## config.mk

```make
export PLATFORM = sky130hd
export DESIGN_NAME = shortest_wait_queue_dispatcher
export DESIGN_NICKNAME = d
export VERILOG_FILES = /design/src/hdl/swq_pkg.sv /design/src/hdl/swq_srv_table.sv /design/src/hdl/shortest_wait_queue_dispatcher.sv
export SDC_FILE = /design/constraint.sdc
export NUM_CORES = 2
export LEC_CHECK = 0
export BUFFER_PORTS_ARGS = -buffer_cell sky130_fd_sc_hd__buf_2
export CAP_MARGIN = 10
export CORE_MARGIN = 3
export CORE_UTILIZATION = 60
export CTS_CLUSTER_DIAMETER = 60
export DETAILED_ROUTE_END_ITERATION = 10
export GPL_ROUTABILITY_DRIVEN = 0
export PLACE_DENSITY = 0.88
export SLEW_MARGIN = 20
export SYNTH_ARGS = -nofsm -noshare
export SYNTH_HDL_FRONTEND = slang
export SYNTH_SLANG_ARGS = --single-unit
```

## constraint.sdc

```tcl
create_clock -name i_clk -period 6.55 [get_ports i_clk]
set_input_delay 0.9825 -clock i_clk [delete_from_list [all_inputs] [get_ports i_clk]]
set_output_delay 0.9825 -clock i_clk [all_outputs]
set_load 0.005 [all_outputs]
```

## src/hdl/swq_pkg.sv

```systemverilog
// ----------------------------------------------------------------------------
// swq_pkg
// Shared types and constants for the shortest-wait queue dispatcher.
// ----------------------------------------------------------------------------
package swq_pkg;

    // Defaults for the top-level parameters.
    localparam int MAX_SERVERS_DEF = 8;
    localparam int MAX_DEPTH_DEF   = 16;
    localparam int TIME_BITS_DEF   = 20;

    // Field widths of the stream payloads and the registers.
    localparam int SC_W       = 4;
    localparam int QD_W       = 5;
    localparam int DL_W       = 20;
    localparam int SVC_W      = 10;
    localparam int FIN_W      = 20;
    localparam int SRV_W      = 3;
    localparam int IN_DATA_W  = ((SVC_W + 7) / 8) * 8;
    localparam int OUT_DATA_W = ((FIN_W + 1 + SRV_W + 7) / 8) * 8;

    // Register port.
    localparam int APB_DATA_W = 32;
    localparam int PADDR_W    = 4;

    localparam logic [1:0] REG_SERVER_COUNT = 2'd0;
    localparam logic [1:0] REG_QUEUE_DEPTH  = 2'd1;
    localparam logic [1:0] REG_DEADLINE     = 2'd2;

    localparam logic [SC_W-1:0] SC_RESET = 4'd2;
    localparam logic [QD_W-1:0] QD_RESET = 5'd2;
    localparam logic [DL_W-1:0] DL_RESET = 20'd540;

    typedef enum logic [2:0] {
        ST_IDLE,
        ST_LOAD,
        ST_SCAN,
        ST_QUEUE,
        ST_FINISH
    } t_state;

    // Control of the server table ports.
    typedef struct packed {
        logic rd_en;
        logic wr_en;
        logic clr;
    } t_tbl_ctl;

endpackage

```

## src/hdl/swq_srv_table.sv

```systemverilog
// ----------------------------------------------------------------------------
// swq_srv_table
// Per-server record memory (queue head, next departure, drain time) with
// one registered read port, one write port and per-entry valid bits so that
// a batch start clears every record at once.
// ----------------------------------------------------------------------------
module swq_srv_table #(
    parameter int NUM   = swq_pkg::MAX_SERVERS_DEF,
    parameter int IDX_W = 3,
    parameter int ENT_W = 44
) (
    input  logic                i_clk,
    input  logic                i_rst_n,
    input  swq_pkg::t_tbl_ctl   i_ctl,
    input  logic [IDX_W-1:0]    i_rd_addr,
    input  logic [IDX_W-1:0]    i_wr_addr,
    input  logic [ENT_W-1:0]    i_wr_data,
    output logic [ENT_W-1:0]    o_rd_data
);
    import swq_pkg::*;

    logic [ENT_W-1:0] mem_ent [NUM];
    logic [NUM-1:0]   r_valid;
    logic [ENT_W-1:0] r_rd_data;
    logic             r_rd_ok;

    always_ff @(posedge i_clk) begin
        if (i_ctl.wr_en) begin
            mem_ent[i_wr_addr] <= i_wr_data;
        end
        if (i_ctl.rd_en) begin
            r_rd_data <= mem_ent[i_rd_addr];
        end
    end

    always_ff @(posedge i_clk) begin
        if (!i_rst_n) begin
            r_valid <= '0;
            r_rd_ok <= 1'b0;
        end else begin
            if (i_ctl.clr) begin
                r_valid <= '0;
            end else if (i_ctl.wr_en) begin
                r_valid[i_wr_addr] <= 1'b1;
            end
            // A read issued together with a clear already sees the cleared record.
            if (i_ctl.rd_en) begin
                r_rd_ok <= r_valid[i_rd_addr] && !i_ctl.clr;
            end
        end
    end

    // A record never written since the last clear reads as zero.
    assign o_rd_data = r_rd_ok ? r_rd_data : '0;

endmodule

```

## src/hdl/shortest_wait_queue_dispatcher.sv

```systemverilog
// ----------------------------------------------------------------------------
// shortest_wait_queue_dispatcher
// Assigns jobs to servers with bounded FIFOs: round-robin fill, then the
// server with the earliest next departure.
// ----------------------------------------------------------------------------
// One job is in flight at a time. While the queues are filling, a job goes
// through acceptance, a read of the server record and an update before the
// block is ready again. Once every queue is full, the records of the active
// servers are read one per cycle from the single read port of the server
// table to find the earliest next departure, then the queue state reads and
// writes the service-time memory and the finish state writes the updated
// record and loads the result register. A finished result waits in its own
// register, so a new job is accepted while the previous result is not yet
// taken; the update stalls only if that register is still full when the next
// result is ready. Times saturate at 2^TIME_BITS - 1. No clearing pass runs
// after reset: the user must keep the service-time memory read only at slots
// written in the current batch; the block itself does not enforce this.
module shortest_wait_queue_dispatcher #(
    parameter int MAX_SERVERS = swq_pkg::MAX_SERVERS_DEF,
    parameter int MAX_DEPTH   = swq_pkg::MAX_DEPTH_DEF,
    parameter int TIME_BITS   = swq_pkg::TIME_BITS_DEF
) (
    input  logic                              i_clk,
    input  logic                              i_rst_n,
    // Job stream.
    input  logic                              s_axis_tvalid,
    output logic                              s_axis_tready,
    input  logic [swq_pkg::IN_DATA_W-1:0]     s_axis_tdata,   // [9:0] service_time
    input  logic                              s_axis_tuser,   // [0] start_batch
    // Result stream.
    output logic                              m_axis_tvalid,
    input  logic                              m_axis_tready,
    // [19:0] finish_time, [20] late, [23:21] server
    output logic [swq_pkg::OUT_DATA_W-1:0]    m_axis_tdata,
    // Register port.
    input  logic                              psel,
    input  logic                              penable,
    input  logic                              pwrite,
    input  logic [swq_pkg::PADDR_W-1:0]       paddr,
    input  logic [swq_pkg::APB_DATA_W-1:0]    pwdata,
    output logic [swq_pkg::APB_DATA_W-1:0]    prdata,
    output logic                              pready
);
    import swq_pkg::*;

    localparam int SRV_IDX_W = (MAX_SERVERS > 1) ? $clog2(MAX_SERVERS) : 1;
    localparam int SLOT_W    = (MAX_DEPTH > 1) ? $clog2(MAX_DEPTH) : 1;
    localparam int CNT_W     = $clog2(MAX_SERVERS + 1);
    localparam int RND_W     = $clog2(MAX_DEPTH + 1);
    localparam int TW        = TIME_BITS;
    localparam int DLC_W     = (TIME_BITS > DL_W) ? TIME_BITS : DL_W;
    localparam int ENT_W     = SLOT_W + 2 * TW;

    // ------------------------------------------------------------------
    // Registers
    // ------------------------------------------------------------------
    logic [SC_W-1:0]      r_sc;
    logic [QD_W-1:0]      r_qd;
    logic [DL_W-1:0]      r_dl;

    t_state               r_state, n_state;
    logic [CNT_W-1:0]     r_fill_server, n_fill_server;
    logic [RND_W-1:0]     r_fill_round, n_fill_round;
    logic                 r_fill_done, n_fill_done;
    logic                 r_mode_fill;
    logic [SVC_W-1:0]     r_svc;
    logic [SRV_IDX_W-1:0] r_srv;
    logic [SRV_IDX_W-1:0] r_cmp_idx;
    logic [TW-1:0]        r_ent_drain;
    logic [TW-1:0]        r_ent_nd;
    logic [SLOT_W-1:0]    r_ent_head;
    logic [SVC_W-1:0]     r_qs_rd;
    logic                 r_fwd;
    logic                 r_out_valid;
    logic [OUT_DATA_W-1:0] r_out_data;

    logic [SVC_W-1:0]     mem_qs [MAX_SERVERS][MAX_DEPTH];

    // ------------------------------------------------------------------
    // Register port
    // ------------------------------------------------------------------
    logic w_cfg_wr;

    assign pready   = 1'b1;
    assign w_cfg_wr = psel && penable && pwrite;

    always_ff @(posedge i_clk) begin
        if (!i_rst_n) begin
            r_sc <= SC_RESET;
            r_qd <= QD_RESET;
            r_dl <= DL_RESET;
        end else if (w_cfg_wr) begin
            case (paddr[3:2])
                REG_SERVER_COUNT: r_sc <= pwdata[SC_W-1:0];
                REG_QUEUE_DEPTH:  r_qd <= pwdata[QD_W-1:0];
                REG_DEADLINE:     r_dl <= pwdata[DL_W-1:0];
                default: ;
            endcase
        end
    end

    always_comb begin
        case (paddr[3:2])
            REG_SERVER_COUNT: prdata = APB_DATA_W'(r_sc);
            REG_QUEUE_DEPTH:  prdata = APB_DATA_W'(r_qd);
            REG_DEADLINE:     prdata = APB_DATA_W'(r_dl);
            default:          prdata = '0;
        endcase
    end

    // Effective server count and queue depth, with zero taken as one and clamped to the built size.
    logic [CNT_W-1:0] w_n;
    logic [RND_W-1:0] w_d;

    assign w_n = (r_sc == '0) ? CNT_W'(1) :
                 ((32'(r_sc) > 32'(MAX_SERVERS)) ? CNT_W'(MAX_SERVERS) : CNT_W'(r_sc));
    assign w_d = (r_qd == '0) ? RND_W'(1) :
                 ((32'(r_qd) > 32'(MAX_DEPTH)) ? RND_W'(MAX_DEPTH) : RND_W'(r_qd));

    // ------------------------------------------------------------------
    // Handshake and fill bookkeeping at acceptance
    // ------------------------------------------------------------------
    logic             w_in_acc;
    logic             w_out_free;
    logic [CNT_W-1:0] w_fs0, w_fs1;
    logic [RND_W-1:0] w_fr0, w_fr1;
    logic             w_fd0, w_fd1;

    assign s_axis_tready = (r_state == ST_IDLE);
    assign w_in_acc      = s_axis_tvalid && s_axis_tready;
    assign w_out_free    = !r_out_valid || m_axis_tready;
    assign m_axis_tvalid = r_out_valid;
    assign m_axis_tdata  = r_out_data;

    // A batch start clears the fill progress before this job is placed; a
    // lowered server count or depth can also close a round or the fill here.
    always_comb begin
        w_fs0 = s_axis_tuser ? '0 : r_fill_server;
        w_fr0 = s_axis_tuser ? '0 : r_fill_round;
        w_fd0 = s_axis_tuser ? 1'b0 : r_fill_done;
        w_fs1 = w_fs0;
        w_fr1 = w_fr0;
        w_fd1 = w_fd0;
        if (!w_fd0) begin
            if (w_fs0 >= w_n) begin
                w_fs1 = '0;
                w_fr1 = w_fr0 + RND_W'(1);
            end
            if (w_fr1 >= w_d) begin
                w_fd1 = 1'b1;
            end
        end
    end

    // ------------------------------------------------------------------
    // Server table
    // ------------------------------------------------------------------
    t_tbl_ctl             w_tbl_ctl;
    logic [SRV_IDX_W-1:0] w_tbl_rd_addr;
    logic [ENT_W-1:0]     w_tbl_wr_data;
    logic [ENT_W-1:0]     w_tbl_rd_data;
    logic [TW-1:0]        w_rd_drain;
    logic [TW-1:0]        w_rd_nd;
    logic [SLOT_W-1:0]    w_rd_head;

    swq_srv_table #(
        .NUM   (MAX_SERVERS),
        .IDX_W (SRV_IDX_W),
        .ENT_W (ENT_W)
    ) u_srv_table (
        .i_clk     (i_clk),
        .i_rst_n   (i_rst_n),
        .i_ctl     (w_tbl_ctl),
        .i_rd_addr (w_tbl_rd_addr),
        .i_wr_addr (r_srv),
        .i_wr_data (w_tbl_wr_data),
        .o_rd_data (w_tbl_rd_data)
    );

    assign w_rd_drain = w_tbl_rd_data[TW-1:0];
    assign w_rd_nd    = w_tbl_rd_data[2*TW-1:TW];
    assign w_rd_head  = w_tbl_rd_data[ENT_W-1:2*TW];

    // ------------------------------------------------------------------
    // Datapath values
    // ------------------------------------------------------------------
    logic [CNT_W-1:0]  w_cmp_next;
    logic              w_scan_last;
    logic              w_scan_take;
    logic [RND_W-1:0]  w_h_ext, w_hn_ext;
    logic [SLOT_W-1:0] w_h, w_hn;
    logic [SVC_W-1:0]  w_qsv;
    logic [TW:0]       w_drain_sum, w_nd_sum;
    logic [TW-1:0]     w_new_drain, w_new_nd;
    logic              w_late;
    logic              w_finish;

    assign w_cmp_next  = CNT_W'(r_cmp_idx) + CNT_W'(1);
    assign w_scan_last = (w_cmp_next >= w_n);
    assign w_scan_take = (r_cmp_idx == '0) || (w_rd_nd < r_ent_nd);

    // Head slot of the chosen queue, wrapped if the depth was lowered, and
    // the slot that becomes the new head once the old head leaves.
    always_comb begin
        w_h_ext = RND_W'(r_ent_head);
        if (w_h_ext >= w_d) begin
            w_h_ext = '0;
        end
        w_hn_ext = w_h_ext + RND_W'(1);
        if (w_hn_ext >= w_d) begin
            w_hn_ext = '0;
        end
    end

    assign w_h  = w_h_ext[SLOT_W-1:0];
    assign w_hn = w_hn_ext[SLOT_W-1:0];

    // With a depth of one, the new head is the slot just written.
    assign w_qsv = r_fwd ? r_svc : r_qs_rd;

    assign w_drain_sum = {1'b0, r_ent_drain} + (TW+1)'(r_svc);
    assign w_new_drain = w_drain_sum[TW] ? '1 : w_drain_sum[TW-1:0];
    assign w_nd_sum    = {1'b0, r_ent_nd} + (TW+1)'(w_qsv);
    assign w_late      = DLC_W'(r_ent_drain) >= DLC_W'(r_dl);

    always_comb begin
        if (r_mode_fill) begin
            w_new_nd = (r_fill_round == '0) ? w_new_drain : r_ent_nd;
        end else begin
            w_new_nd = w_nd_sum[TW] ? '1 : w_nd_sum[TW-1:0];
        end
    end

    assign w_tbl_wr_data = {r_ent_head, w_new_nd, w_new_drain};
    assign w_finish      = (r_state == ST_FINISH) && w_out_free;

    // ------------------------------------------------------------------
    // Sequencer: next state
    // ------------------------------------------------------------------
    always_comb begin
        n_state = r_state;
        case (r_state)
            ST_IDLE: begin
                if (w_in_acc) begin
                    n_state = w_fd1 ? ST_SCAN : ST_LOAD;
                end
            end
            ST_LOAD:   n_state = ST_FINISH;
            ST_SCAN: begin
                if (w_scan_last) begin
                    n_state = ST_QUEUE;
                end
            end
            ST_QUEUE:  n_state = ST_FINISH;
            ST_FINISH: begin
                if (w_out_free) begin
                    n_state = ST_IDLE;
                end
            end
            default:   n_state = ST_IDLE;
        endcase
    end

    // ------------------------------------------------------------------
    // Sequencer: outputs to the memories and fill counters
    // ------------------------------------------------------------------
    logic                 w_qs_wr;
    logic [SLOT_W-1:0]    w_qs_wr_slot;
    logic                 w_qs_rd;

    always_comb begin
        w_tbl_ctl       = '0;
        w_tbl_rd_addr   = w_cmp_next[SRV_IDX_W-1:0];
        w_qs_wr         = 1'b0;
        w_qs_wr_slot    = w_h;
        w_qs_rd         = 1'b0;
        n_fill_server   = r_fill_server;
        n_fill_round    = r_fill_round;
        n_fill_done     = r_fill_done;
        case (r_state)
            ST_IDLE: begin
                w_tbl_ctl.clr   = w_in_acc && s_axis_tuser;
                w_tbl_ctl.rd_en = w_in_acc;
                w_tbl_rd_addr   = w_fd1 ? '0 : w_fs1[SRV_IDX_W-1:0];
                if (w_in_acc) begin
                    n_fill_server = w_fs1;
                    n_fill_round  = w_fr1;
                    n_fill_done   = w_fd1;
                end
            end
            ST_SCAN: begin
                w_tbl_ctl.rd_en = !w_scan_last;
            end
            ST_QUEUE: begin
                w_qs_wr = 1'b1;
                w_qs_rd = 1'b1;
            end
            ST_FINISH: begin
                w_tbl_ctl.wr_en = w_out_free;
                if (r_mode_fill) begin
                    w_qs_wr      = w_out_free;
                    w_qs_wr_slot = r_fill_round[SLOT_W-1:0];
                    if (w_out_free) begin
                        n_fill_server = r_fill_server + CNT_W'(1);
                        if (n_fill_server >= w_n) begin
                            n_fill_server = '0;
                            n_fill_round  = r_fill_round + RND_W'(1);
                            if (n_fill_round >= w_d) begin
                                n_fill_done = 1'b1;
                            end
                        end
                    end
                end
            end
            default: ;
        endcase
    end

    // ------------------------------------------------------------------
    // Service-time memory: one write and one read port
    // ------------------------------------------------------------------
    always_ff @(posedge i_clk) begin
        if (w_qs_wr) begin
            mem_qs[r_srv][w_qs_wr_slot] <= r_svc;
        end
        if (w_qs_rd) begin
            r_qs_rd <= mem_qs[r_srv][w_hn];
        end
    end

    // ------------------------------------------------------------------
    // Control registers
    // ------------------------------------------------------------------
    always_ff @(posedge i_clk) begin
        if (!i_rst_n) begin
            r_state       <= ST_IDLE;
            r_fill_server <= '0;
            r_fill_round  <= '0;
            r_fill_done   <= 1'b0;
            r_mode_fill   <= 1'b0;
            r_out_valid   <= 1'b0;
        end else begin
            r_state       <= n_state;
            r_fill_server <= n_fill_server;
            r_fill_round  <= n_fill_round;
            r_fill_done   <= n_fill_done;
            if (w_in_acc) begin
                r_mode_fill <= !w_fd1;
            end
            if (w_finish) begin
                r_out_valid <= 1'b1;
            end else if (m_axis_tready) begin
                r_out_valid <= 1'b0;
            end
        end
    end

    // ------------------------------------------------------------------
    // Payload registers
    // ------------------------------------------------------------------
    always_ff @(posedge i_clk) begin
        case (r_state)
            ST_IDLE: begin
                if (w_in_acc) begin
                    r_svc     <= s_axis_tdata[SVC_W-1:0];
                    r_srv     <= w_fs1[SRV_IDX_W-1:0];
                    r_cmp_idx <= '0;
                end
            end
            ST_LOAD: begin
                r_ent_drain <= w_rd_drain;
                r_ent_nd    <= w_rd_nd;
                r_ent_head  <= w_rd_head;
            end
            ST_SCAN: begin
                // Strict compare keeps the lowest index on a tie.
                if (w_scan_take) begin
                    r_ent_drain <= w_rd_drain;
                    r_ent_nd    <= w_rd_nd;
                    r_ent_head  <= w_rd_head;
                    r_srv       <= r_cmp_idx;
                end
                if (!w_scan_last) begin
                    r_cmp_idx <= w_cmp_next[SRV_IDX_W-1:0];
                end
            end
            ST_QUEUE: begin
                r_ent_head <= w_hn;
                r_fwd      <= (w_hn == w_h);
            end
            ST_FINISH: begin
                if (w_out_free) begin
                    r_out_data <= OUT_DATA_W'({SRV_W'(r_srv), w_late, FIN_W'(w_new_drain)});
                end
            end
            default: ;
        endcase
    end

    // ------------------------------------------------------------------
    // Assertions
    // ------------------------------------------------------------------
    a_finish_holds: assert property (@(posedge i_clk) disable iff (!i_rst_n)
        (r_state == ST_FINISH && r_out_valid && !m_axis_tready) |=> (r_state == ST_FINISH))
        else $error("result update left while the result register was still full");

    a_finish_loads: assert property (@(posedge i_clk) disable iff (!i_rst_n)
        w_finish |=> r_out_valid)
        else $error("finished job did not load the result register");

    a_accept_busy: assert property (@(posedge i_clk) disable iff (!i_rst_n)
        w_in_acc |=> (r_state != ST_IDLE))
        else $error("accepted job did not start processing");

    a_round_bound: assert property (@(posedge i_clk) disable iff (!i_rst_n)
        r_fill_round <= RND_W'(MAX_DEPTH))
        else $error("fill round ran past the queue depth");

endmodule

```

* Yosys cells after proc, flatten, opt, wreduce, memory -nomap -nowiden
Memories as Yosys holds them, arrays and structs flattened. A register that Yosys moved wholly into a read port is not among the register bits.
Cells that the tools add are included.
** Cells by class
- $add $sub $neg :: 7
- $lt $le $gt $ge :: 17
- Equal/unequal tests :: 15
- Muxes and demuxes :: 82
- Bitwise operators :: 4
- Reductions and logical operators :: 40
** Operators by type and width (count)
- 160-bit 2-to-1 mux :: 1
- 20-bit 2-to-1 mux :: 6
- 20-bit one-hot mux with 2 select lines :: 2
- 20-bit one-hot mux with 3 select lines :: 1
- 4-bit 2-to-1 mux :: 14
- 5-bit 2-to-1 mux :: 10
- 44-bit 2-to-1 mux :: 1
- 20-bit by 10-bit adder with 21-bit output :: 2
- 10-bit binary-select mux with 4-bit select :: 1
- 10-bit demux with 4-bit select :: 1
- 10-bit 2-to-1 mux :: 4
- 3-bit 2-to-1 mux :: 10
- 20-bit >= comparator :: 1
- 20-bit less-than comparator :: 1
- 1-bit 2-to-1 mux :: 19
- 5-bit >= comparator :: 3
- 2-bit AND reduction :: 7
- 4-bit >= comparator :: 3
- 3-bit one-hot mux with 2 select lines :: 2
- 3-bit one-hot mux with 4 select lines :: 1
- 4-bit one-hot mux with 3 select lines :: 1
- 5-bit by 1-bit adder with 5-bit output (second input constant) :: 2
- 5-bit >= comparator (second input constant) :: 2
- 5-bit logical NOT :: 2
- other kinds (39) :: 68
** Storage, ports and cells
- Bits in registers :: 148
- Bits in writable memories :: 1632
- Input bits :: 60
- Output and inout port bits :: 59
- Word-level logic and storage cells :: 187
- Memories kept :: 2
** Memories
- mem_qs :: depth 8, width 160, read ports 1, clocked after Yosys merged registers in 1, write ports 1, line shortest_wait_queue_dispatcher.sv:77 : logic [SVC_W-1:0] mem_qs [MAX_SERVERS][MAX_DEPTH];
- u_srv_table.mem_ent :: depth 8, width 44, read ports 1, clocked after Yosys merged registers in 1, write ports 1, line swq_srv_table.sv:22 : logic [ENT_W-1:0] mem_ent [NUM];

* Logic depth before layout (Yosys ltp)
- Word-level depth :: 14
- Depth in mapped cells :: 23
- Depth with buffers taken out :: 21

* Modules after synthesis
A second synthesis with hierarchy kept.
** Unflattened totals
- Cell total of the unflattened synthesis :: 3738
- Area total of the unflattened synthesis :: 74396.4 sq um
** By module, submodules not included
- shortest_wait_queue_dispatcher :: instances 1, cells an instance 3092, area an instance 58816.4 sq um, sequential area each 42230.5 sq um
- swq_srv_table :: instances 1, cells an instance 646, area an instance 15579.9 sq um, sequential area each 12071.6 sq um

* Worst setup path before layout
OpenSTA, ideal clock, no wires.
- Kind :: input to register
- From :: input s_axis_tuser
- To :: register u_srv_table.r_rd_data[42] (read register of u_srv_table.mem_ent), data pin
- Arrival :: 4.867 ns
- Path slack :: 1.428 ns
- Stages :: 19
- Path buffers :: 5
- Cell sequence :: buf_2 clkbuf_1 nor2b_1 ha_1 a21oi_1 o21ai_0 a21oi_1 clkbuf_1 mux2_2 ha_1 nand2_1 o21ai_0 a31oi_4 and2_4 a31oi_2 buf_2 buf_1 a311oi_1 a31o_2
** Between the ends
- Word-level cells in the longest chain between the ends :: 9
- Elaborated cells on any way between the ends :: 14
- Classes of those cells :: add/sub: 1; order compare: 2; mux: 11
** RTL lines
- start, declared :: line shortest_wait_queue_dispatcher.sv:29 : input logic s_axis_tuser,
- 5-bit 2-to-1 mux or 4-bit 2-to-1 mux (tied branches) :: line shortest_wait_queue_dispatcher.sv:139, shortest_wait_queue_dispatcher.sv:138
- 5-bit by 1-bit adder with 5-bit output or 4-bit >= comparator (tied branches) :: line shortest_wait_queue_dispatcher.sv:147, shortest_wait_queue_dispatcher.sv:145
- 5-bit 2-to-1 mux :: line shortest_wait_queue_dispatcher.sv:145 : if (w_fs0 >= w_n) begin
- 5-bit 2-to-1 mux :: line shortest_wait_queue_dispatcher.sv:144 : if (!w_fd0) begin
- 5-bit >= comparator :: line shortest_wait_queue_dispatcher.sv:149 : if (w_fr1 >= w_d) begin
- 1-bit 2-to-1 mux :: line shortest_wait_queue_dispatcher.sv:149
- 1-bit 2-to-1 mux :: line shortest_wait_queue_dispatcher.sv:144
- 3-bit 2-to-1 mux (*) :: line shortest_wait_queue_dispatcher.sv:284 : w_tbl_rd_addr = w_fd1 ? '0 : w_fs1[SRV_IDX_W-1:0];
- 3-bit 2-to-1 mux (*) :: line shortest_wait_queue_dispatcher.sv:280 : case (r_state)
- end, declared :: line swq_srv_table.sv:24 : logic [ENT_W-1:0] r_rd_data;
Mark *: on every way between the ends. The rest lies on a longest branch, timed or not. The select of a mux whose other input is x is not followed.
A chain may end at the register's enable or synchronous reset.

* Worst setup path in the final report
- From :: register r_qd[4]
- To :: register r_qs_rd[1], data pin
** Between the ends
- Word-level cells in the longest chain between the ends :: 12
- Elaborated cells on any way between the ends :: 13
- Classes of those cells :: add/sub: 1; order compare: 3; mux: 7; bitwise: 1; reduce/logical: 1
** RTL lines
- start, declared :: line shortest_wait_queue_dispatcher.sv:58 : logic [QD_W-1:0] r_qd;
- start signal, assigned :: line shortest_wait_queue_dispatcher.sv:95 : REG_QUEUE_DEPTH: r_qd <= pwdata[QD_W-1:0];
- 5-bit greater-than comparator :: line shortest_wait_queue_dispatcher.sv:118 : ((32'(r_qd) > 32'(MAX_DEPTH)) ? RND_W'(MAX_DEPTH) : RND_W'(r_qd));
- 5-bit 2-to-1 mux :: line shortest_wait_queue_dispatcher.sv:118
- 5-bit 2-to-1 mux (*) :: line shortest_wait_queue_dispatcher.sv:117 : assign w_d = (r_qd == '0) ? RND_W'(1) :
- 4-bit by 5-bit >= comparator with 1-bit output :: line shortest_wait_queue_dispatcher.sv:206 : if (w_h_ext >= w_d) begin
- 4-bit 2-to-1 mux :: line shortest_wait_queue_dispatcher.sv:206
- 4-bit by 1-bit adder with 5-bit output :: line shortest_wait_queue_dispatcher.sv:209 : w_hn_ext = w_h_ext + RND_W'(1);
- 5-bit >= comparator :: line shortest_wait_queue_dispatcher.sv:210 : if (w_hn_ext >= w_d) begin
- 4-bit 2-to-1 mux (*) :: line shortest_wait_queue_dispatcher.sv:210
- 4-bit NOT with 5-bit output (not written as such) (*) :: line shortest_wait_queue_dispatcher.sv:327 : r_qs_rd <= mem_qs[r_srv][w_hn];
- 10-bit binary-select mux with 4-bit select (*) :: line shortest_wait_queue_dispatcher.sv:327
- 10-bit 2-to-1 mux (not written as such) (*) (2 in a row) :: line shortest_wait_queue_dispatcher.sv:327
- end signal, assigned :: line shortest_wait_queue_dispatcher.sv:327
- end, declared :: line shortest_wait_queue_dispatcher.sv:72 : logic [SVC_W-1:0] r_qs_rd;
Marked as above.

==> flow_summary_export.csv <==
group,metric,value,unit
outcome,status,"finished, final reports clean",
yosys,synth-seq-area-share,72.7,%
clock_tree,clk_pin_slew_worst_paths,60,ps
finish,nNetsFinal,4688,
clock_tree,cts_tree,"yes",
worst_setup_path,cp_max_fo,20,
worst_hold_path,hp-class,"in -> reg",
yosys,synth_top_family_by_area,"multiplexers",
sta,hold_viol,0,
grt,grt_pass1_vias,44100,
finish,finalInstanceArea,0.0827,mm²
yosys,synth-edff-count,1771,
grt,grt_pass1_wl,289000,µm
worst_setup_path,regToRegEndpoint,"r_qs_rd[1]",
sta,fin_crit_sh,99.2,%
worst_setup_path,crit_required,7070,ps
worst_setup_path,critPathLaunch,"r_qd[4]",
sta,max_freq,0.154,GHz
finish,syn_to_final_growth,10.6,%
floorplan,die_area,0.129,mm²
yosys,synthMuxAreaShare,10.9,%
yosys,synth_seq_cells,1827,
worst_setup_path,reg2regPathDepth,22,
floorplan,core,0.123,mm²
yosys,synth.most_common_cell,"edfxtp_1",
power_and_ir_drop,ir_worst_vdd,455,µV
yosys,synth_compound_area_share,5.47,%
sta,setup_tns,0,ps
power_and_ir_drop,leakage,26.8,nW
yosys,synth_xor_area_share,0.422,%
drt,wl_per_cell,31.2,µm
drt,totalWireLength,197000,µm
worst_setup_path,cp-endpoint,"r_qs_rd[1]",
job,maxCapViolCount,0,
floorplan,die_y,359,µm
drt,drtIter0Drc,6941,
sta,relSlewSlack,17.5,%
clock_tree,max-clock-path-buffers,3,
clock_tree,numCtsBuffers,170,
yosys,ys_types,78,
drt,drt_first_pass_iters,8,
drt,vias,43700,
sta,setup_viol,0,
yosys,synthTopCellsByCount,"edfxtp_1 (1,771), nand2_1 (511), mux4_2 (320)",
yosys,postSynthAreaPerCell,17.0,µm²
yosys,yosys.area.top_type,"edfxtp_1",
floorplan,start_util,60.9,%
yosys,synth-simple-area-share,6.85,%
placement,placed_area,0.0772,mm²
finish,final_layout_size_suffix_gt1_share,18.2,%
floorplan,ios,119,
yosys,synth_fa_ha_area_share,1.68,%
placement,dp_hpwl,106000,µm
sta,rsz0062_at_grt,"no",
grt,grt_overflow,0,
clock_tree,h-tree-depth,4,
floorplan,rows,128,
clock_tree,cts_root_buf,"clkbuf_16",
yosys,synthDominantCellAreaShare,71.2,%
yosys,yosys_warnings,0,
sta,min_period,6500,ps
worst_setup_path,r2r_start,"r_qd[4]",
worst_setup_path,critPathArrivalTime,7020,ps
worst_setup_path,startpoint_type,"flip-flop",
yosys,netlist_top_cells_area,"edfxtp_1 (71%), mux4_2 (9.6%), nand2_1 (2.6%)",
grt,grt_max_degree,137,
grt,grt.total_usage,30.3,%
sta,fin_skew,59.6,ps
yosys,synthFlopType,"edfxtp_1",
drt,route.detailed.drc,0,
clock_tree,cts_num_sinks,1827,
floorplan,die_w,359,µm
sta,worst_pin_slew,1230,ps
grt,antenna_found_initial,2,
worst_setup_path,crit_type,"reg -> reg",
sta,drv_slew,0,
worst_setup_path,ff2ff_setup_slack,50,ps
power_and_ir_drop,pwr_density_cell,476,mW/mm²
yosys,syn_area,0.0747,mm²
clock_tree,insertion_delay,830,ps
worst_setup_path,critPathCaptureType,"flip-flop",
drt,antenna_left,0,
yosys,syn_inst,4408,
placement,port_buffers,85,
yosys,synthArstFlopShare,0,%
drt,vias_per_cell,6.94,
clock_tree,cts_setup_buffers,0,
==> how the worst min path moves through the flow <==
| stage | startpoint | end | depth (start not counted) |
|---|---|---|---|
| CTS | s_axis_tdata[2] | r_svc[2] | 1 |
| detailed placement | u_srv_table.r_valid[1] | u_srv_table.r_valid[1] | 1 |
| global placement | u_srv_table.r_valid[4] | u_srv_table.r_valid[4] | 1 |
| finish | s_axis_tdata[2] | r_svc[2] | 1 |
| floorplan | r_srv[0] | m_axis_tdata[21] | 0 |
| global route | s_axis_tdata[2] | r_svc[2] | 1 |
==> registers in the layout (all words and copies together) (netlist names), named ones only <==
register               cells
u_srv_table.mem_ent      352
r_qs_rd                   10
r_sc                       4
u_srv_table.r_rd_ok        1
m_axis_tvalid              1
r_svc                     10
r_mode_fill                1
r_fwd                      1
r_ent_head                 4
m_axis_tdata              24
mem_qs                  1280
r_fill_server              4
u_srv_table.r_rd_data     44
r_srv                      3
r_cmp_idx                  3
r_dl                      20
r_ent_nd                  20
r_qd                       5
r_ent_drain               20
r_fill_round               5
r_fill_done                1
u_srv_table.r_valid        8
r_state                    3
==> cell families (layout without fill, tap and decap cells) <==
group | after synthesis | count (layout)
AO/OA/AOI/OAI | 577 | 577
XOR/XNOR | 36 | 36
adder cells (fa/ha/maj) | 99 | 99
buffers and inverters | 347 | 597
flip-flops | 1827 | 1827
multiplexers | 410 | 410
other | 2 | 15
AND/OR/NAND/NOR | 1110 | 1110
==> layout by cell type, fill, tap and decap left out, drive strengths merged, types with 97 or more instances in the layout <==
master / netlist / routed
a211oi: 111 / 111
a21oi: 106 / 106
and2: 106 / 106
buf: 118 / 204
clkbuf: 148 / 210
edfxtp: 1771 / 1771
ha: 97 / 97
mux4: 320 / 320
nand2: 511 / 511
nand3: 112 / 112
nor2: 190 / 190
==> area by class of cell <==
cell class	instances	area (µm²)
timing repair buffer	204	1470
inverter	81	304
tap	1625	2030
clock inverter	102	995
multi-input combinational	2245	19100
antenna	2	5.00
fill	7184	40000
sequential	1827	54300
clock buffer	210	4400
==> per-layer routing <==
metal  vias up  routed length (µm)  GRT usage [%]
met4         2               11800           15.3
met5         -                  12              0
met1     21500               62700           38.0
met2      3826               97200           49.8
li1      17600                   -              -
met3       795               24800           7.15
==> where the power goes <==
part / total, mW / switching [mW] / internal [mW]
logic: 13.9 / 9.55 / 4.39
clock network: 9.78 / 4.48 / 5.30
registers: 15.6 / 0.594 / 15.0
total: 39.3 / 14.6 / 24.7
==> stage by stage <==
step / hold WS (ps) / total power, mW / worst slack (ps) / util (%) / cells
2_1_floorplan: 424 / 24.1 / 1430 / - / 4419
3_3_place_gp: 440 / 28.1 / 1070 / 62.9 / 5982
3_5_place_dp: 453 / 28.8 / 801 / 62.9 / 5982
4_1_cts: 312 / 38.8 / 441 / 67.3 / 6294
5_1_grt: 320 / 40.4 / 56.9 / 67.4 / 6294
6_report: 353 / 39.3 / 52.0 / 67.4 / 6296
==> worst max-delay path, cell delays in order (launching register included) <==
cell and delay [ps]:
dfxtp_1 600, inv_1 270, nand2_1 300, ha_1 210
a21o_1 120, a31oi_1 60, o21ba_2 250, o21ai_0 320
inv_1 90, ha_1 230, xnor2_1 460, inv_1 110
ha_1 340, a21o_1 170, a31oi_1 280, o21a_1 200
buf_4 190, nand2_2 230, buf_4 360, mux2i_1 430
o221ai_1 440, o21ai_0 380, o22ai_1 140
==> what timing repair did <==
item | CTS | global route
hold buffers | 0 | 0
resized for setup | 0 | 1
setup endpoints to repair | 0 | 1
(Power assumes the default switching activity.)
